<file path="config.mk">
export PLATFORM = sky130hd
export DESIGN_NAME = autobaud_edge_bit_capture
export DESIGN_NICKNAME = d
export VERILOG_FILES = /design/src/rtl/abec_pkg.sv /design/src/rtl/autobaud_edge_bit_capture.sv /design/src/rtl/abec_store.sv
export SDC_FILE = /design/constraint.sdc
export NUM_CORES = 1
export LEC_CHECK = 0
export BUFFER_PORTS_ARGS = -buffer_cell sky130_fd_sc_hd__buf_4
export CELL_PAD_IN_SITES_DETAIL_PLACEMENT = 0
export CELL_PAD_IN_SITES_GLOBAL_PLACEMENT = 1
export CORE_MARGIN = 2
export CORE_UTILIZATION = 45
export CTS_BUF_LIST = sky130_fd_sc_hd__clkbuf_8
export CTS_CLUSTER_DIAMETER = 120
export DETAILED_ROUTE_END_ITERATION = 8
export HOLD_SLACK_MARGIN = 0.02
export PLACE_DENSITY = 0.72
export SLEW_MARGIN = 40
export SYNTH_ARGS = -nofsm -noshare
export SYNTH_HDL_FRONTEND = slang
export SYNTH_HIERARCHICAL = 1
export SYNTH_SLANG_ARGS = --single-unit
</file>
<file path="constraint.sdc">
create_clock -name clk -period 8.1 [get_ports clk]
set_clock_uncertainty 0.15 [all_clocks]
set_input_delay 0 -clock clk [delete_from_list [all_inputs] [get_ports clk]]
set_output_delay 0 -clock clk [all_outputs]
set_load 0.1 [all_outputs]
</file>
<file path="src/rtl/abec_pkg.sv">
// ----------------------------------------------------------------------------
// abec_pkg - shared types and constants for the auto-baud edge bit capture
// Field widths, input mode codes, learn phase codes and the stop byte.
// ----------------------------------------------------------------------------
package abec_pkg;

  localparam int BYTE_BITS = 8;
  localparam int TICK_BITS = 32;
  localparam int IDX_BITS  = 6;
  localparam int TOTAL_BITS = 10;

  typedef logic [BYTE_BITS-1:0] byte_t;
  typedef logic [TICK_BITS-1:0] tick_t;

  localparam byte_t STOP_BYTE = 8'hFF;
  localparam byte_t MSB_MASK  = 8'h80;

  typedef enum logic [1:0] {
    MODE_EDGE    = 2'd0,
    MODE_RESTART = 2'd1,
    MODE_READ    = 2'd2
  } mode_t;

  typedef enum logic [2:0] {
    PH_FIRST  = 3'b001,
    PH_SECOND = 3'b010,
    PH_RUN    = 3'b100
  } phase_t;

endpackage

</file>
<file path="src/rtl/autobaud_edge_bit_capture.sv">
// ----------------------------------------------------------------------------
// autobaud_edge_bit_capture - auto-baud serial bit receiver on line edges
// Learns the bit period from the time between the first and second line edge, then captures inverted levels into a
// byte store, msb first, until a 0xFF byte or a full store.
// ----------------------------------------------------------------------------
// latency: one result per beat, valid the cycle after the input beat is taken
// throughput: one beat per cycle unless out_stall holds the output; the store
//   takes one byte write and one read per cycle, the open byte is forwarded
// reset (rst, synchronous) and the restart mode clear all control state; the
//   store is cleared through the bit count fill mark, with no clearing pass
// ----------------------------------------------------------------------------
module autobaud_edge_bit_capture #(
  parameter int STORE_BYTES = 64
) (
  input  logic                              clk,
  input  logic                              rst,
  input  logic                              in_valid,
  output logic                              in_stall,
  input  logic [1:0]                        mode,
  input  logic                              level,
  input  abec_pkg::tick_t                   tick,
  input  logic [abec_pkg::IDX_BITS-1:0]     read_index,
  output logic                              out_valid,
  input  logic                              out_stall,
  output logic                              captured,
  output logic                              bit_value,
  output logic [abec_pkg::TOTAL_BITS-1:0]   bit_total,
  output abec_pkg::byte_t                   byte_value,
  output logic                              finished,
  output abec_pkg::tick_t                   period_out
);
  import abec_pkg::*;

  localparam int FULL_BITS = STORE_BYTES * BYTE_BITS;
  localparam int CW = $clog2(FULL_BITS + 1);
  localparam int AW = (STORE_BYTES > 1) ? $clog2(STORE_BYTES) : 1;
  localparam int KW = (CW > IDX_BITS + 3) ? CW : IDX_BITS + 3;
  localparam int TW = TICK_BITS + 2;

  // control state
  logic          run_flag, run_flag_next;
  phase_t        phase, phase_next;
  tick_t         first_edge_time, first_edge_time_next;
  tick_t         learned_period, learned_period_next;
  logic [TW-1:0] thr3, thr3_next;
  tick_t         last_capture_time, last_capture_time_next;
  logic [CW-1:0] bit_counter, bit_counter_next;
  byte_t         cur_byte;

  // output side
  byte_t         byte_q;
  logic          rd_sel;
  byte_t         rd_data;

  logic          in_acc;
  tick_t         diff, learn_diff;
  logic [TW-1:0] learn_thr;
  logic          over;
  logic [2:0]    sh;
  logic          bit_new;
  byte_t         byte_new;
  logic [CW-1:0] cnt_inc;
  logic          wr_en, rd_en, rd_hit, cap;
  byte_t         byte_o;
  logic [AW-1:0] wr_addr, rd_addr;

  assign in_stall = out_valid && out_stall;
  assign in_acc   = in_valid && !in_stall;

  assign diff       = tick - last_capture_time;
  assign over       = {diff, 2'b00} > thr3;
  assign learn_diff = tick - first_edge_time;
  assign learn_thr  = TW'({learn_diff, 1'b0}) + TW'(learn_diff);

  assign sh      = bit_counter[2:0];
  assign bit_new = ~level;
  // first bit of a byte starts from a cleared entry, later bits use the open byte
  assign byte_new = ((sh == 3'd0) ? byte_t'(0) : cur_byte) |
                    (bit_new ? (MSB_MASK >> sh) : byte_t'(0));
  assign cnt_inc  = bit_counter + CW'(1);
  assign wr_addr  = AW'(bit_counter >> 3);
  assign rd_addr  = AW'(read_index);

  always_comb begin
    run_flag_next          = run_flag;
    phase_next             = phase;
    first_edge_time_next   = first_edge_time;
    learned_period_next    = learned_period;
    thr3_next              = thr3;
    last_capture_time_next = last_capture_time;
    bit_counter_next       = bit_counter;
    cap    = 1'b0;
    byte_o = '0;
    wr_en  = 1'b0;
    rd_en  = 1'b0;
    rd_hit = 1'b0;
    if (in_acc) begin
      case (mode)
        MODE_EDGE: begin
          if (run_flag) begin
            case (phase)
              PH_FIRST: begin
                first_edge_time_next = tick;
                phase_next           = PH_SECOND;
              end
              PH_SECOND: begin
                learned_period_next    = learn_diff;
                thr3_next              = learn_thr;
                last_capture_time_next = tick;
                phase_next             = PH_RUN;
              end
              PH_RUN: begin
                if (over) begin
                  cap    = 1'b1;
                  wr_en  = 1'b1;
                  byte_o = byte_new;
                  bit_counter_next       = cnt_inc;
                  last_capture_time_next = tick;
                  if (byte_new == STOP_BYTE || cnt_inc >= CW'(FULL_BITS)) begin
                    run_flag_next = 1'b0;
                  end
                end
              end
              default: ;
            endcase
          end
        end
        MODE_RESTART: begin
          run_flag_next          = 1'b1;
          phase_next             = PH_FIRST;
          first_edge_time_next   = '0;
          learned_period_next    = '0;
          thr3_next              = '0;
          last_capture_time_next = '0;
          bit_counter_next       = '0;
        end
        MODE_READ: begin
          rd_en  = 1'b1;
          // entry holds data only once a bit has landed in it
          rd_hit = KW'({read_index, 3'b000}) < KW'(bit_counter);
        end
        default: ;
      endcase
    end
  end

  always_ff @(posedge clk) begin
    if (rst) begin
      run_flag          <= 1'b1;
      phase             <= PH_FIRST;
      first_edge_time   <= '0;
      learned_period    <= '0;
      thr3              <= '0;
      last_capture_time <= '0;
      bit_counter       <= '0;
    end else begin
      run_flag          <= run_flag_next;
      phase             <= phase_next;
      first_edge_time   <= first_edge_time_next;
      learned_period    <= learned_period_next;
      thr3              <= thr3_next;
      last_capture_time <= last_capture_time_next;
      bit_counter       <= bit_counter_next;
    end
  end

  // forwarded copy of the entry being filled
  always_ff @(posedge clk) begin
    if (wr_en) begin
      cur_byte <= byte_new;
    end
  end

  abec_store #(
    .DEPTH (STORE_BYTES),
    .AW    (AW)
  ) u_store (
    .clk     (clk),
    .wr_en   (wr_en),
    .wr_addr (wr_addr),
    .wr_data (byte_new),
    .rd_en   (rd_en),
    .rd_addr (rd_addr),
    .rd_data (rd_data)
  );

  always_ff @(posedge clk) begin
    if (rst) begin
      out_valid <= 1'b0;
    end else if (in_acc) begin
      out_valid <= 1'b1;
    end else if (!out_stall) begin
      out_valid <= 1'b0;
    end
  end

  always_ff @(posedge clk) begin
    if (in_acc) begin
      captured   <= cap;
      bit_value  <= cap && bit_new;
      bit_total  <= TOTAL_BITS'(bit_counter_next);
      byte_q     <= byte_o;
      rd_sel     <= rd_hit;
      finished   <= !run_flag_next;
      period_out <= learned_period_next;
    end
  end

  assign byte_value = rd_sel ? rd_data : byte_q;

  // restart leaves a cleared, running reader
  assert property (@(posedge clk) disable iff (rst)
    (in_acc && mode == MODE_RESTART) |=>
      (bit_counter == '0 && run_flag && phase == PH_FIRST))
    else $error("restart did not clear reader state");

  // a held capture beat can only come from the running phase
  assert property (@(posedge clk) disable iff (rst)
    (out_valid && captured) |-> (phase == PH_RUN))
    else $error("capture reported outside running phase");

  // once stopped, only a restart moves the bit count
  assert property (@(posedge clk) disable iff (rst)
    (!run_flag && !(in_acc && mode == MODE_RESTART)) |=> $stable(bit_counter))
    else $error("bit count moved while stopped");

  // bit count never passes a full store
  assert property (@(posedge clk) disable iff (rst)
    KW'(bit_counter) <= KW'(FULL_BITS))
    else $error("bit count beyond store size");

endmodule

</file>
<file path="src/rtl/abec_store.sv">
// ----------------------------------------------------------------------------
// abec_store - byte store memory
// One write port and one read port, read data registered, held when idle.
// ----------------------------------------------------------------------------
module abec_store #(
  parameter int DEPTH = 64,
  parameter int AW    = 6
) (
  input  logic            clk,
  input  logic            wr_en,
  input  logic [AW-1:0]   wr_addr,
  input  abec_pkg::byte_t wr_data,
  input  logic            rd_en,
  input  logic [AW-1:0]   rd_addr,
  output abec_pkg::byte_t rd_data
);
  import abec_pkg::*;

  byte_t mem [DEPTH];

  always_ff @(posedge clk) begin
    if (wr_en) begin
      mem[wr_addr] <= wr_data;
    end
  end

  always_ff @(posedge clk) begin
    if (rd_en) begin
      rd_data <= mem[rd_addr];
    end
  end

endmodule

</file>
# Yosys cells after proc, flatten, opt, wreduce, memory -nomap -nowiden

Memory sizes are Yosys's and may differ from the RTL's. A register that Yosys moved wholly into a read port is not among the register bits.
Index checks and enable logic that the tools add are counted.

Logic and storage cells: 96
Input bits: 45
Memories: 1
Register bits: 207
Memory bits (writable): 512
Output and inout port bits: 55

Shift operators: 1
Reductions and logical operators: 14
Bitwise logic cells: 2
Muxes and demuxes: 42
Magnitude comparators: 3
Equal/unequal tests: 13
Add/subtract/negate cells: 4

Memories:

| memory      | depth | bits a word | rd ports | clocked after memory_dff | write ports | line             | RTL |
|---|---|---|---|---|---|---|---|
| u_store.mem | 64    | 8           | 1        | 1                        | 1           | abec_store.sv:19 | `byte_t mem [DEPTH];` |

Operators with widths:

| kind                    | number |
|---|---|
| $pmux W32 S2            | 4 |
| $mux W32                | 7 |
| $mux W34                | 2 |
| $pmux W34 S2            | 1 |
| $sub A32 B32 Y32        | 2 |
| $mux W10                | 4 |
| $add A33 B32 Y34        | 1 |
| $gt A34 B34 Y1          | 1 |
| $mux W8                 | 3 |
| $pmux W10 S2            | 1 |
| $mux W1                 | 16 |
| $reduce_and A4 Y1       | 4 |
| $pmux W3 S2             | 2 |
| $add A10 B1 Y10 const B | 1 |
| $ge A10 B10 Y1 const B  | 1 |
| $lt A9 B10 Y1           | 1 |
| $eq A8 B8 Y1 const B    | 1 |
| $or A8 B8 Y8            | 1 |
| $shr A8 B3 Y8 const A   | 1 |
| $ne A2 B1 Y1 const B    | 3 |
| $reduce_and A5 Y1       | 1 |
| $eq A3 B1 Y1 const B    | 1 |
| $eq A3 B2 Y1 const B    | 1 |
| $eq A3 B3 Y1 const B    | 1 |
| 15 further kinds        | 18 |

# Depth between registers and ports, before layout

Gate-level depths: netlist of run 1.

Depth in word-level cells: 12
Mapped depth: 26
Gate-level depth less buffers: 26

# Hierarchy

Netlist of run 1, hierarchy kept.

Modules (own cells, without submodules):

| module                    | cells each | seq. area each (um^2) | times used | area each (um^2) |
|---|---|---|---|---|
| abec_store                | 940        | 15615.0               | 1          | 20246.9 |
| autobaud_edge_bit_capture | 1569       | 4764.6                | 1          | 13279.0 |

# Worst setup path before layout of run 1

OpenSTA, ideal clock, no wires.

Path type: reg2reg
Start: register last_capture_time[0]
End: memory u_store/mem[62][0] (netlist name) (enable)
Setup time: 0.370 ns
Arrival: 5.614 ns
Setup slack: 1.965 ns
Data required time: 7.580 ns
Clock period less this slack: 6.135 ns
Cell stages (with the launch flop): 25
Buffers on the path: 0
Cell sequence: dfxtp_1 > ha_1 > inv_1 > fa_1 > a211oi_1 > nor4_1 > o31ai_1 > a31oi_1 > a211oi_2 > o21ai_1 > a21o_1 > a21o_1 > a21oi_1 > xnor2_1 > ha_1 > nand4_1 > nor3_1 > and2_1 > a211oi_1 > nor3b_1 > nand2_1 > nor2_1 > nor2b_1 > nand3_1 > nor2_1

Cells in the longest elaborated chain, start to end: 9

Ends and longest elaborated chain:

| item                          | line                             | RTL |
|---|---|---|
| start: declaration            | autobaud_edge_bit_capture.sv:46  | `tick_t last_capture_time, last_capture_time_next;` |
| start signal: assignment      | autobaud_edge_bit_capture.sv:162 | `last_capture_time <= last_capture_time_next;` |
| $sub A32 B32 Y32              | autobaud_edge_bit_capture.sv:70  | `assign diff = tick - last_capture_time;` |
| $gt A34 B34 Y1                | autobaud_edge_bit_capture.sv:71  | `assign over = {diff, 2'b00} > thr3;` |
| $mux W1 (5 in a row)          | --                               |  |
| via cap                       | autobaud_edge_bit_capture.sv:63  | `logic wr_en, rd_en, rd_hit, cap;` |
| $mux W1                       | abec_store.sv:22                 | `if (wr_en) begin` |
| $mux W1 (implied by the code) | abec_store.sv:23                 | `mem[wr_addr] <= wr_data;` |
| end: declaration              | abec_store.sv:19                 |  |

The timed path passes the listed nets, and every way through them passes these cells.

# Final worst setup path of run 1

Start: register last_capture_time[0]
End: memory u_store/mem[27][7] (netlist name) (enable)

The elaborated chain is that of the path after synthesis.

==> results of run 1 <==
## worst max-delay path by stage
| stage | start | endpoint | slack, ns | depth (start not counted) |
|---|---|---|---|---|
| 2_1_floorplan | last_capture_time[0]$_SDFFE_PP0P_ | u_store/mem[62][0]$_DFFE_PP_ | 1.97 | 24 |
| 3_3_place_gp | last_capture_time[0]$_SDFFE_PP0P_ | u_store/mem[7][1]$_DFFE_PP_ | 0.95 | 25 |
| 3_5_place_dp | last_capture_time[0]$_SDFFE_PP0P_ | u_store/mem[7][0]$_DFFE_PP_ | 0.81 | 25 |
| 4_1_cts | last_capture_time[0]$_SDFFE_PP0P_ | u_store/mem[7][0]$_DFFE_PP_ | 0.81 | 25 |
| 5_1_grt | last_capture_time[0]$_SDFFE_PP0P_ | u_store/mem[25][0]$_DFFE_PP_ | 0.22 | 25 |
| 6_report | last_capture_time[0]$_SDFFE_PP0P_ | u_store/mem[27][7]$_DFFE_PP_ | 0.79 | 25 |
## registers in the layout, indices dropped and copies added (netlist names), named ones only
signal	cells
rd_sel	1
byte_q	8
period_out	32
cur_byte	8
last_capture_time	32
first_edge_time	32
captured	1
bit_value	1
out_valid	1
thr3	34
finished	1
bit_counter	10
u_store/rd_data	8
bit_total	10
learned_period	32
u_store/mem	512
phase	3
## per-layer routing
metal  global-route usage (%)  up-vias  part of all wire (%)
li1                         -     9973                     -
met1                     33.3    11100                    45
met2                     36.2      895                    46
met3                     4.52      116                   7.6
met4                     6.73        2                   2.0
met5                        0        -                 0.011
## kinds of logic (layout without fill, tap and decap cells)
family | after synthesis | after routing | synth area share (%)
DFF | 727 | 727 | 60.8
AOI/OAI and AO/OA | 513 | 513 | 10.0
muxes | 171 | 171 | 9.89
other | 0 | 2 | 0
xor gates and xnor gates | 85 | 85 | 2.22
and+or+nand+nor | 615 | 615 | 8.46
adders and majority gates | 141 | 141 | 5.33
buffers and inverters | 257 | 578 | 3.27
## stage by stage
stage,std cells,hold slack [ns],util [%]
finish,3801,0.185,52.0
global route,3801,0.173,52.0
CTS,3798,0.102,52.0
detailed placement,3489,0.0771,47.6
global placement,3488,0.0678,47.5
floorplan,2509,-0.0293,-
## power breakdown
| part | switching (mW) | internal [mW] | total, mW |
|---|---|---|---|
| registers | 0.0133 | 4.02 | 4.03 |
| logic | 0.868 | 0.538 | 1.41 |
| clock network | 1.49 | 1.67 | 3.16 |
| total | 2.37 | 6.23 | 8.60 |
## area by class of cell
class | instances | area, µm²
Sequential cell | 727 | 20400
Fill cell | 6197 | 35500
Antenna cell | 2 | 5.00
Tap cell | 969 | 1210
Inverter | 143 | 537
Multi-Input combinational cell | 1525 | 12100
Timing Repair Buffer | 221 | 1960
Clock buffer | 116 | 1600
Clock inverter | 98 | 726
## worst min-delay path: cells and delay by family
kind / cells / cell delay [ns]
AOI/OAI and AO/OA: 1 / 0.08
buffers and inverters: 2 / 0.71
and+or+nand+nor: 2 / 0.22
## timing repair
action	4_1_cts	5_1_grt
endpoints found under the hold margin	207	0
hold buffers	95	0
buffers inserted	0	0
## synthesized netlist by cell type (17+ instances only)
cell	instances	area (µm²)
a211oi_1	17	128
a21o_1	57	428
a21oi_1	174	871
a22o_1	36	315
a22oi_1	25	188
clkbuf_1	73	274
dfxtp_1	145	2900
edfxtp_1	582	17500
ha_1	138	1730
inv_1	143	537
mux2_2	21	236
mux2i_1	24	240
mux4_2	126	2840
nand2_1	156	586
nand2b_1	24	150
nand3_1	111	556
nand4_1	20	125
nor2_1	190	713
nor2b_1	48	300
nor3_1	18	90.1
o21a_1	24	180
o21ai_0	63	315
xnor2_1	54	473
xor2_1	31	272
==> metrics.txt, run 1 <==
drt via density=5.81; total power=8.60 mW; share of layout cells above drive strength 1=16.2%; Cell variety after synth=73; Routed Antenna Nets=0; Clock Sinks=727; largest net degree at the start of global routing=90; GR Util All Layers=23.2%; Primary FF master, synth=edfxtp_1; die area=76700 µm²; status=finished, final reports clean; hold-critical path depth=5; clock latency on the worst-skew pair=0.74 ns; worst r2r dst=u_store/mem[27][7]$_DFFE_PP_; most frequent cells in the layout=edfxtp_1, nor2_1, a21oi_1, inv_1, nand2_1; I/O pin count=100; total CTS buffers=115; CP Launch Type=flip-flop; Max-slew headroom=39.9%; Ys Warns=6; Rows=100; Vias=22100; die width=277 µm; Post-Syn Nets=2695; Setup Total Neg Slack=0 ns; Area after DPL=35200 µm²; Post-Syn Instances=2509; worst hold-check path type=input pin to flip-flop; commonest non-fill, non-tap cell in the layout=edfxtp_1; hold path endpoint=bit_counter[1]$_SDFF_PP0_; final net count=2919; number of global-route vias before repair=21900; HPWL after DPL=56.3 mm; GRT overflow=0; WP data arrival=7.49 ns; EDFF count, synth=582; Max Slew Vio Count=0; drt drc=0; initial antenna violation count=2; CTS resizes=0; CTS max path bufs=3; ys async rst share=0%; Worst R2R Setup Slack=0.79 ns; Max Fclk=137 MHz; Core Area=74100 µm²; Starting Density=45.3%; Hold Path Origin=mode[1]; Worst-Margin Slew=0.893 ns; worst vdd ir=0.000127 V; WL final=89.6 mm; worst-path fanout max=15; pre-CTS setup slack=0.808 ns; CTS tree=built; maximum level of the CTS H-tree=3; Clk Tree Root Cell=clkbuf_8; #FFs+latches synth=727; Crit path max-delay family=simple AND/OR/NAND/NOR gates; # setup viols final=0; fin crit share=90.3%; R2R depth=25; CP peak stage delay=0.82 ns; sequential share of the synthesized area=60.8%; Post-Syn Area=33500 µm²; Clock Pin Slew Worst Setup and Hold Paths=0.07 ns; Setup Crit Path Kind=flip-flop to flip-flop; Slowest cell on crit path=nor2_1; Die H=277 µm; routability cong.=0.908; PortBufs=99; first-pass GRT wire length=135 mm; final worst slack=0.787 ns; Avg Cell Area, Syn=13.4 µm²; WL/cell=23.6 µm; Max-Cap Viols=0; FF-to-FF Start=last_capture_time[0]$_SDFFE_PP0P_; Leak=13.4 nW; Crit. End Element=flip-flop; final hold vios=0; finished layout cell area=38500 µm²; Tmin final=7.31 ns; Area Growth Syn to Fin=15.0%; Worst Path Required=8.28 ns; initial DRC count=2008; drt pass-1 iters=6; Pwr Density=223 nW/µm²; worst path bufs/invs=3; RSZ-0062 raised after global routing=no
No activity file was read; power rests on OpenSTA's default activity.
==> run 2: changes to the inputs <==
Clock period 8.1 ns to 9.1 ns, I/O delays scaled along.
==> run 2 against run 1 <==
  * Utilization hardly changed
  * Worst hold slack worse by 0.12 ns
  * Via count is 0.62% higher
  * Largest cell class unchanged
  * Largest power group unchanged
==> metrics.txt, run 2 (synthesis gave the netlist of run 1 again) <==
total CTS buffers=113 (-1.7%); largest registers=u_store/mem x512, thr3 x34; sequential share of power=46.4% (-0.5 points); GR Util All Layers=23.6% (+0.35 points); P_sw=2.15 mW (-9.1%); FF-to-FF Start=last_capture_time[0]$_SDFFE_PP0P_; max reg flops=512 (unchanged); CTS Hold Bufs=89 (-6.3%); commonest non-fill, non-tap cell in the layout=edfxtp_1; Int Pwr=5.57 mW (-11%); Leak=13.4 nW (about the same); # Post-CTS Setup Buffers=0 (unchanged); Clk Tree Root Cell=clkbuf_8; WP data arrival=7.89 ns (+0.40 ns); PortBufs=99 (unchanged); hold-critical path depth=4 (-1); fin util=52.1% (about the same); final net count=2913 (-0.21%); fin crit share=84.1% (-6.2 points); Crit. End Element=flip-flop; WL final=91.4 mm (+2.0%); WL/cell=24.1 µm (+2.1%); Max-slew headroom=39.4% (-0.47 points); Tmin final=7.65 ns (+0.340 ns); maximum level of the CTS H-tree=3 (unchanged); worst hold-check path type=input pin to flip-flop; final hold vios=0 (unchanged); # setup viols final=0 (unchanged); initial antenna violation count=2 (unchanged); Die H=277 µm (unchanged); most frequent cells in the layout=edfxtp_1, nor2_1, a21oi_1, nand2_1, inv_1; Starting Density=45.3% (unchanged); Max Fclk=131 MHz (-4.4%); Clock Pin Slew Worst Setup and Hold Paths=0.07 ns (about the same); share of layout cells above drive strength 1=16.7% (+0.45 points); largest net degree at the start of global routing=68 (-24%); Largest Register=u_store/mem; Setup Total Neg Slack=0 ns (unchanged); number of global-route vias before repair=21800 (-0.36%); HPWL after DPL=58.4 mm (+3.8%); die width=277 µm (unchanged); Pwr Density=200 nW/µm² (-10%); Clock Sinks=727 (unchanged); Comb pwr share=16.4% (about the same); routability cong.=0.891 (-1.9%); R2R depth=24 (-4.0%); total power=7.72 mW (-10%); worst-path fanout max=14 (-1); CTS max path bufs=3 (unchanged); switching share of power=27.9% (+0.33 points); CTS tree=built; first-pass GRT wire length=137 mm (+1.1%); CP Launch Type=flip-flop; Hold Path Origin=read_index[2]; Worst R2R Setup Slack=1.45 ns (+0.66 ns); hold path endpoint=u_store/rd_data[3]$_DFFE_PP_; Vias=22200 (+0.62%); worst vdd ir=0.000120 V (-5.7%); CTS resizes=0 (unchanged); Routed Antenna Nets=0 (unchanged); Rows=100 (unchanged); drt drc=0 (unchanged); Clock power frac=37.2% (+0.4 points); clock latency on the worst-skew pair=0.77 ns (+0.03 ns); CP peak stage delay=0.85 ns (+0.03 ns); RSZ-0062 raised after global routing=no; Worst-Margin Slew=0.886 ns (-0.00760 ns); Setup Crit Path Kind=flip-flop to flip-flop; initial DRC count=1926 (-4.1%); Max Slew Vio Count=0 (unchanged); status=finished, final reports clean; die area=76700 µm² (unchanged); drt pass-1 iters=5 (-1); Worst Path Required=9.34 ns (+1.06 ns); Slowest cell on crit path=nor2_1; Max-Cap Viols=0 (unchanged); crit-path cells=ha_1 -> inv_1 -> fa_1 -> a211oi_1 -> nor4_1 -> o31ai_1 -> a31oi_1 -> a211oi_2 -> o21ai_1 -> a21o_1 -> a21o_1 -> a21oi_1 -> xnor2_1 -> ha_1 -> nand4_1 -> nor3_1 -> and2_1 -> a211oi_1 -> nor3b_2 -> buf_4 -> nand2_1 -> nor2_1 -> nand3_1 -> nor2_1; drt via density=5.85 (+0.72%); I/O pin count=100 (unchanged); Core Area=74100 µm² (unchanged); worst r2r dst=u_store/mem[59][6]$_DFFE_PP_; GRT overflow=0 (unchanged); Area Growth Syn to Fin=15.0% (about the same)
==> run 2: per-layer routing <==
| layer | global-route usage, % | vias to the layer above | routed length, µm | part of all wire (%) |
|---|---|---|---|---|
| met1 | 33.8 | 11100 | 40300 | 44 |
| met4 | 6.81 | 2 | 2260 | 2.5 |
| met5 | 0 | - | 11 | 0.012 |
| met3 | 5.06 | 149 | 7240 | 7.9 |
| met2 | 36.4 | 983 | 41600 | 45 |
| li1 | - | 9974 | - | - |
==> run 2: worst max path at each step <==
stage | from | to | slack [ns] | cells after the start
after CTS | last_capture_time[0]$_SDFFE_PP0P_ | u_store/mem[59][6]$_DFFE_PP_ | 1.50 | 24
after floorplan | last_capture_time[0]$_SDFFE_PP0P_ | u_store/mem[62][0]$_DFFE_PP_ | 2.97 | 24
after global routing | last_capture_time[0]$_SDFFE_PP0P_ | u_store/mem[59][6]$_DFFE_PP_ | 0.90 | 24
after global placement | last_capture_time[0]$_SDFFE_PP0P_ | u_store/mem[59][3]$_DFFE_PP_ | 1.67 | 24
after detailed placement | last_capture_time[0]$_SDFFE_PP0P_ | u_store/mem[59][3]$_DFFE_PP_ | 1.48 | 24
final | last_capture_time[0]$_SDFFE_PP0P_ | u_store/mem[59][6]$_DFFE_PP_ | 1.45 | 24
==> run 2: per-stage QoR <==
stage               instance area (µm²)  setup slack [ns]  cells  hold slack (ns)
detailed placement                35300              1.48   3492           0.0764
global route                      38600             0.900   3797           0.0584
global placement                  35200              1.67   3491           0.0678
finish                            38600              1.45   3797           0.0672
CTS                               38500              1.50   3794           0.0247
floorplan                         33500              2.97   2509          -0.0293
==> run 2: power by group through the flow <==
stage                     clock network, mW  logic, mW  registers (mW)
after CTS                              2.92       1.26            3.59
after floorplan                           0      0.840            3.72
after detailed placement                  0       1.22            3.66
after global placement                    0       1.20            3.66
final                                  2.87       1.27            3.59
after global routing                   3.07       1.37            3.59
==> run 2: critical path, delay by kind of cell, from the launching register on <==
family | cells | cell delay (ns)
simple gates | 9 | 3.35
compound gates | 9 | 2.23
buf+inv | 2 | 0.28
fa+ha+maj | 3 | 0.86
xor+xnor | 1 | 0.09
flops | 1 | 0.34
==> run 2: cell type report <==
| class | count | area (µm²) |
|---|---|---|
| fill | 6264 | 35500 |
| sequential | 727 | 20400 |
| multi-input combinational | 1525 | 12200 |
| timing repair buffer | 217 | 1900 |
| clock buffer | 115 | 1580 |
| tap | 969 | 1210 |
| clock inverter | 98 | 777 |
| inverter | 143 | 537 |
| antenna | 3 | 7.51 |
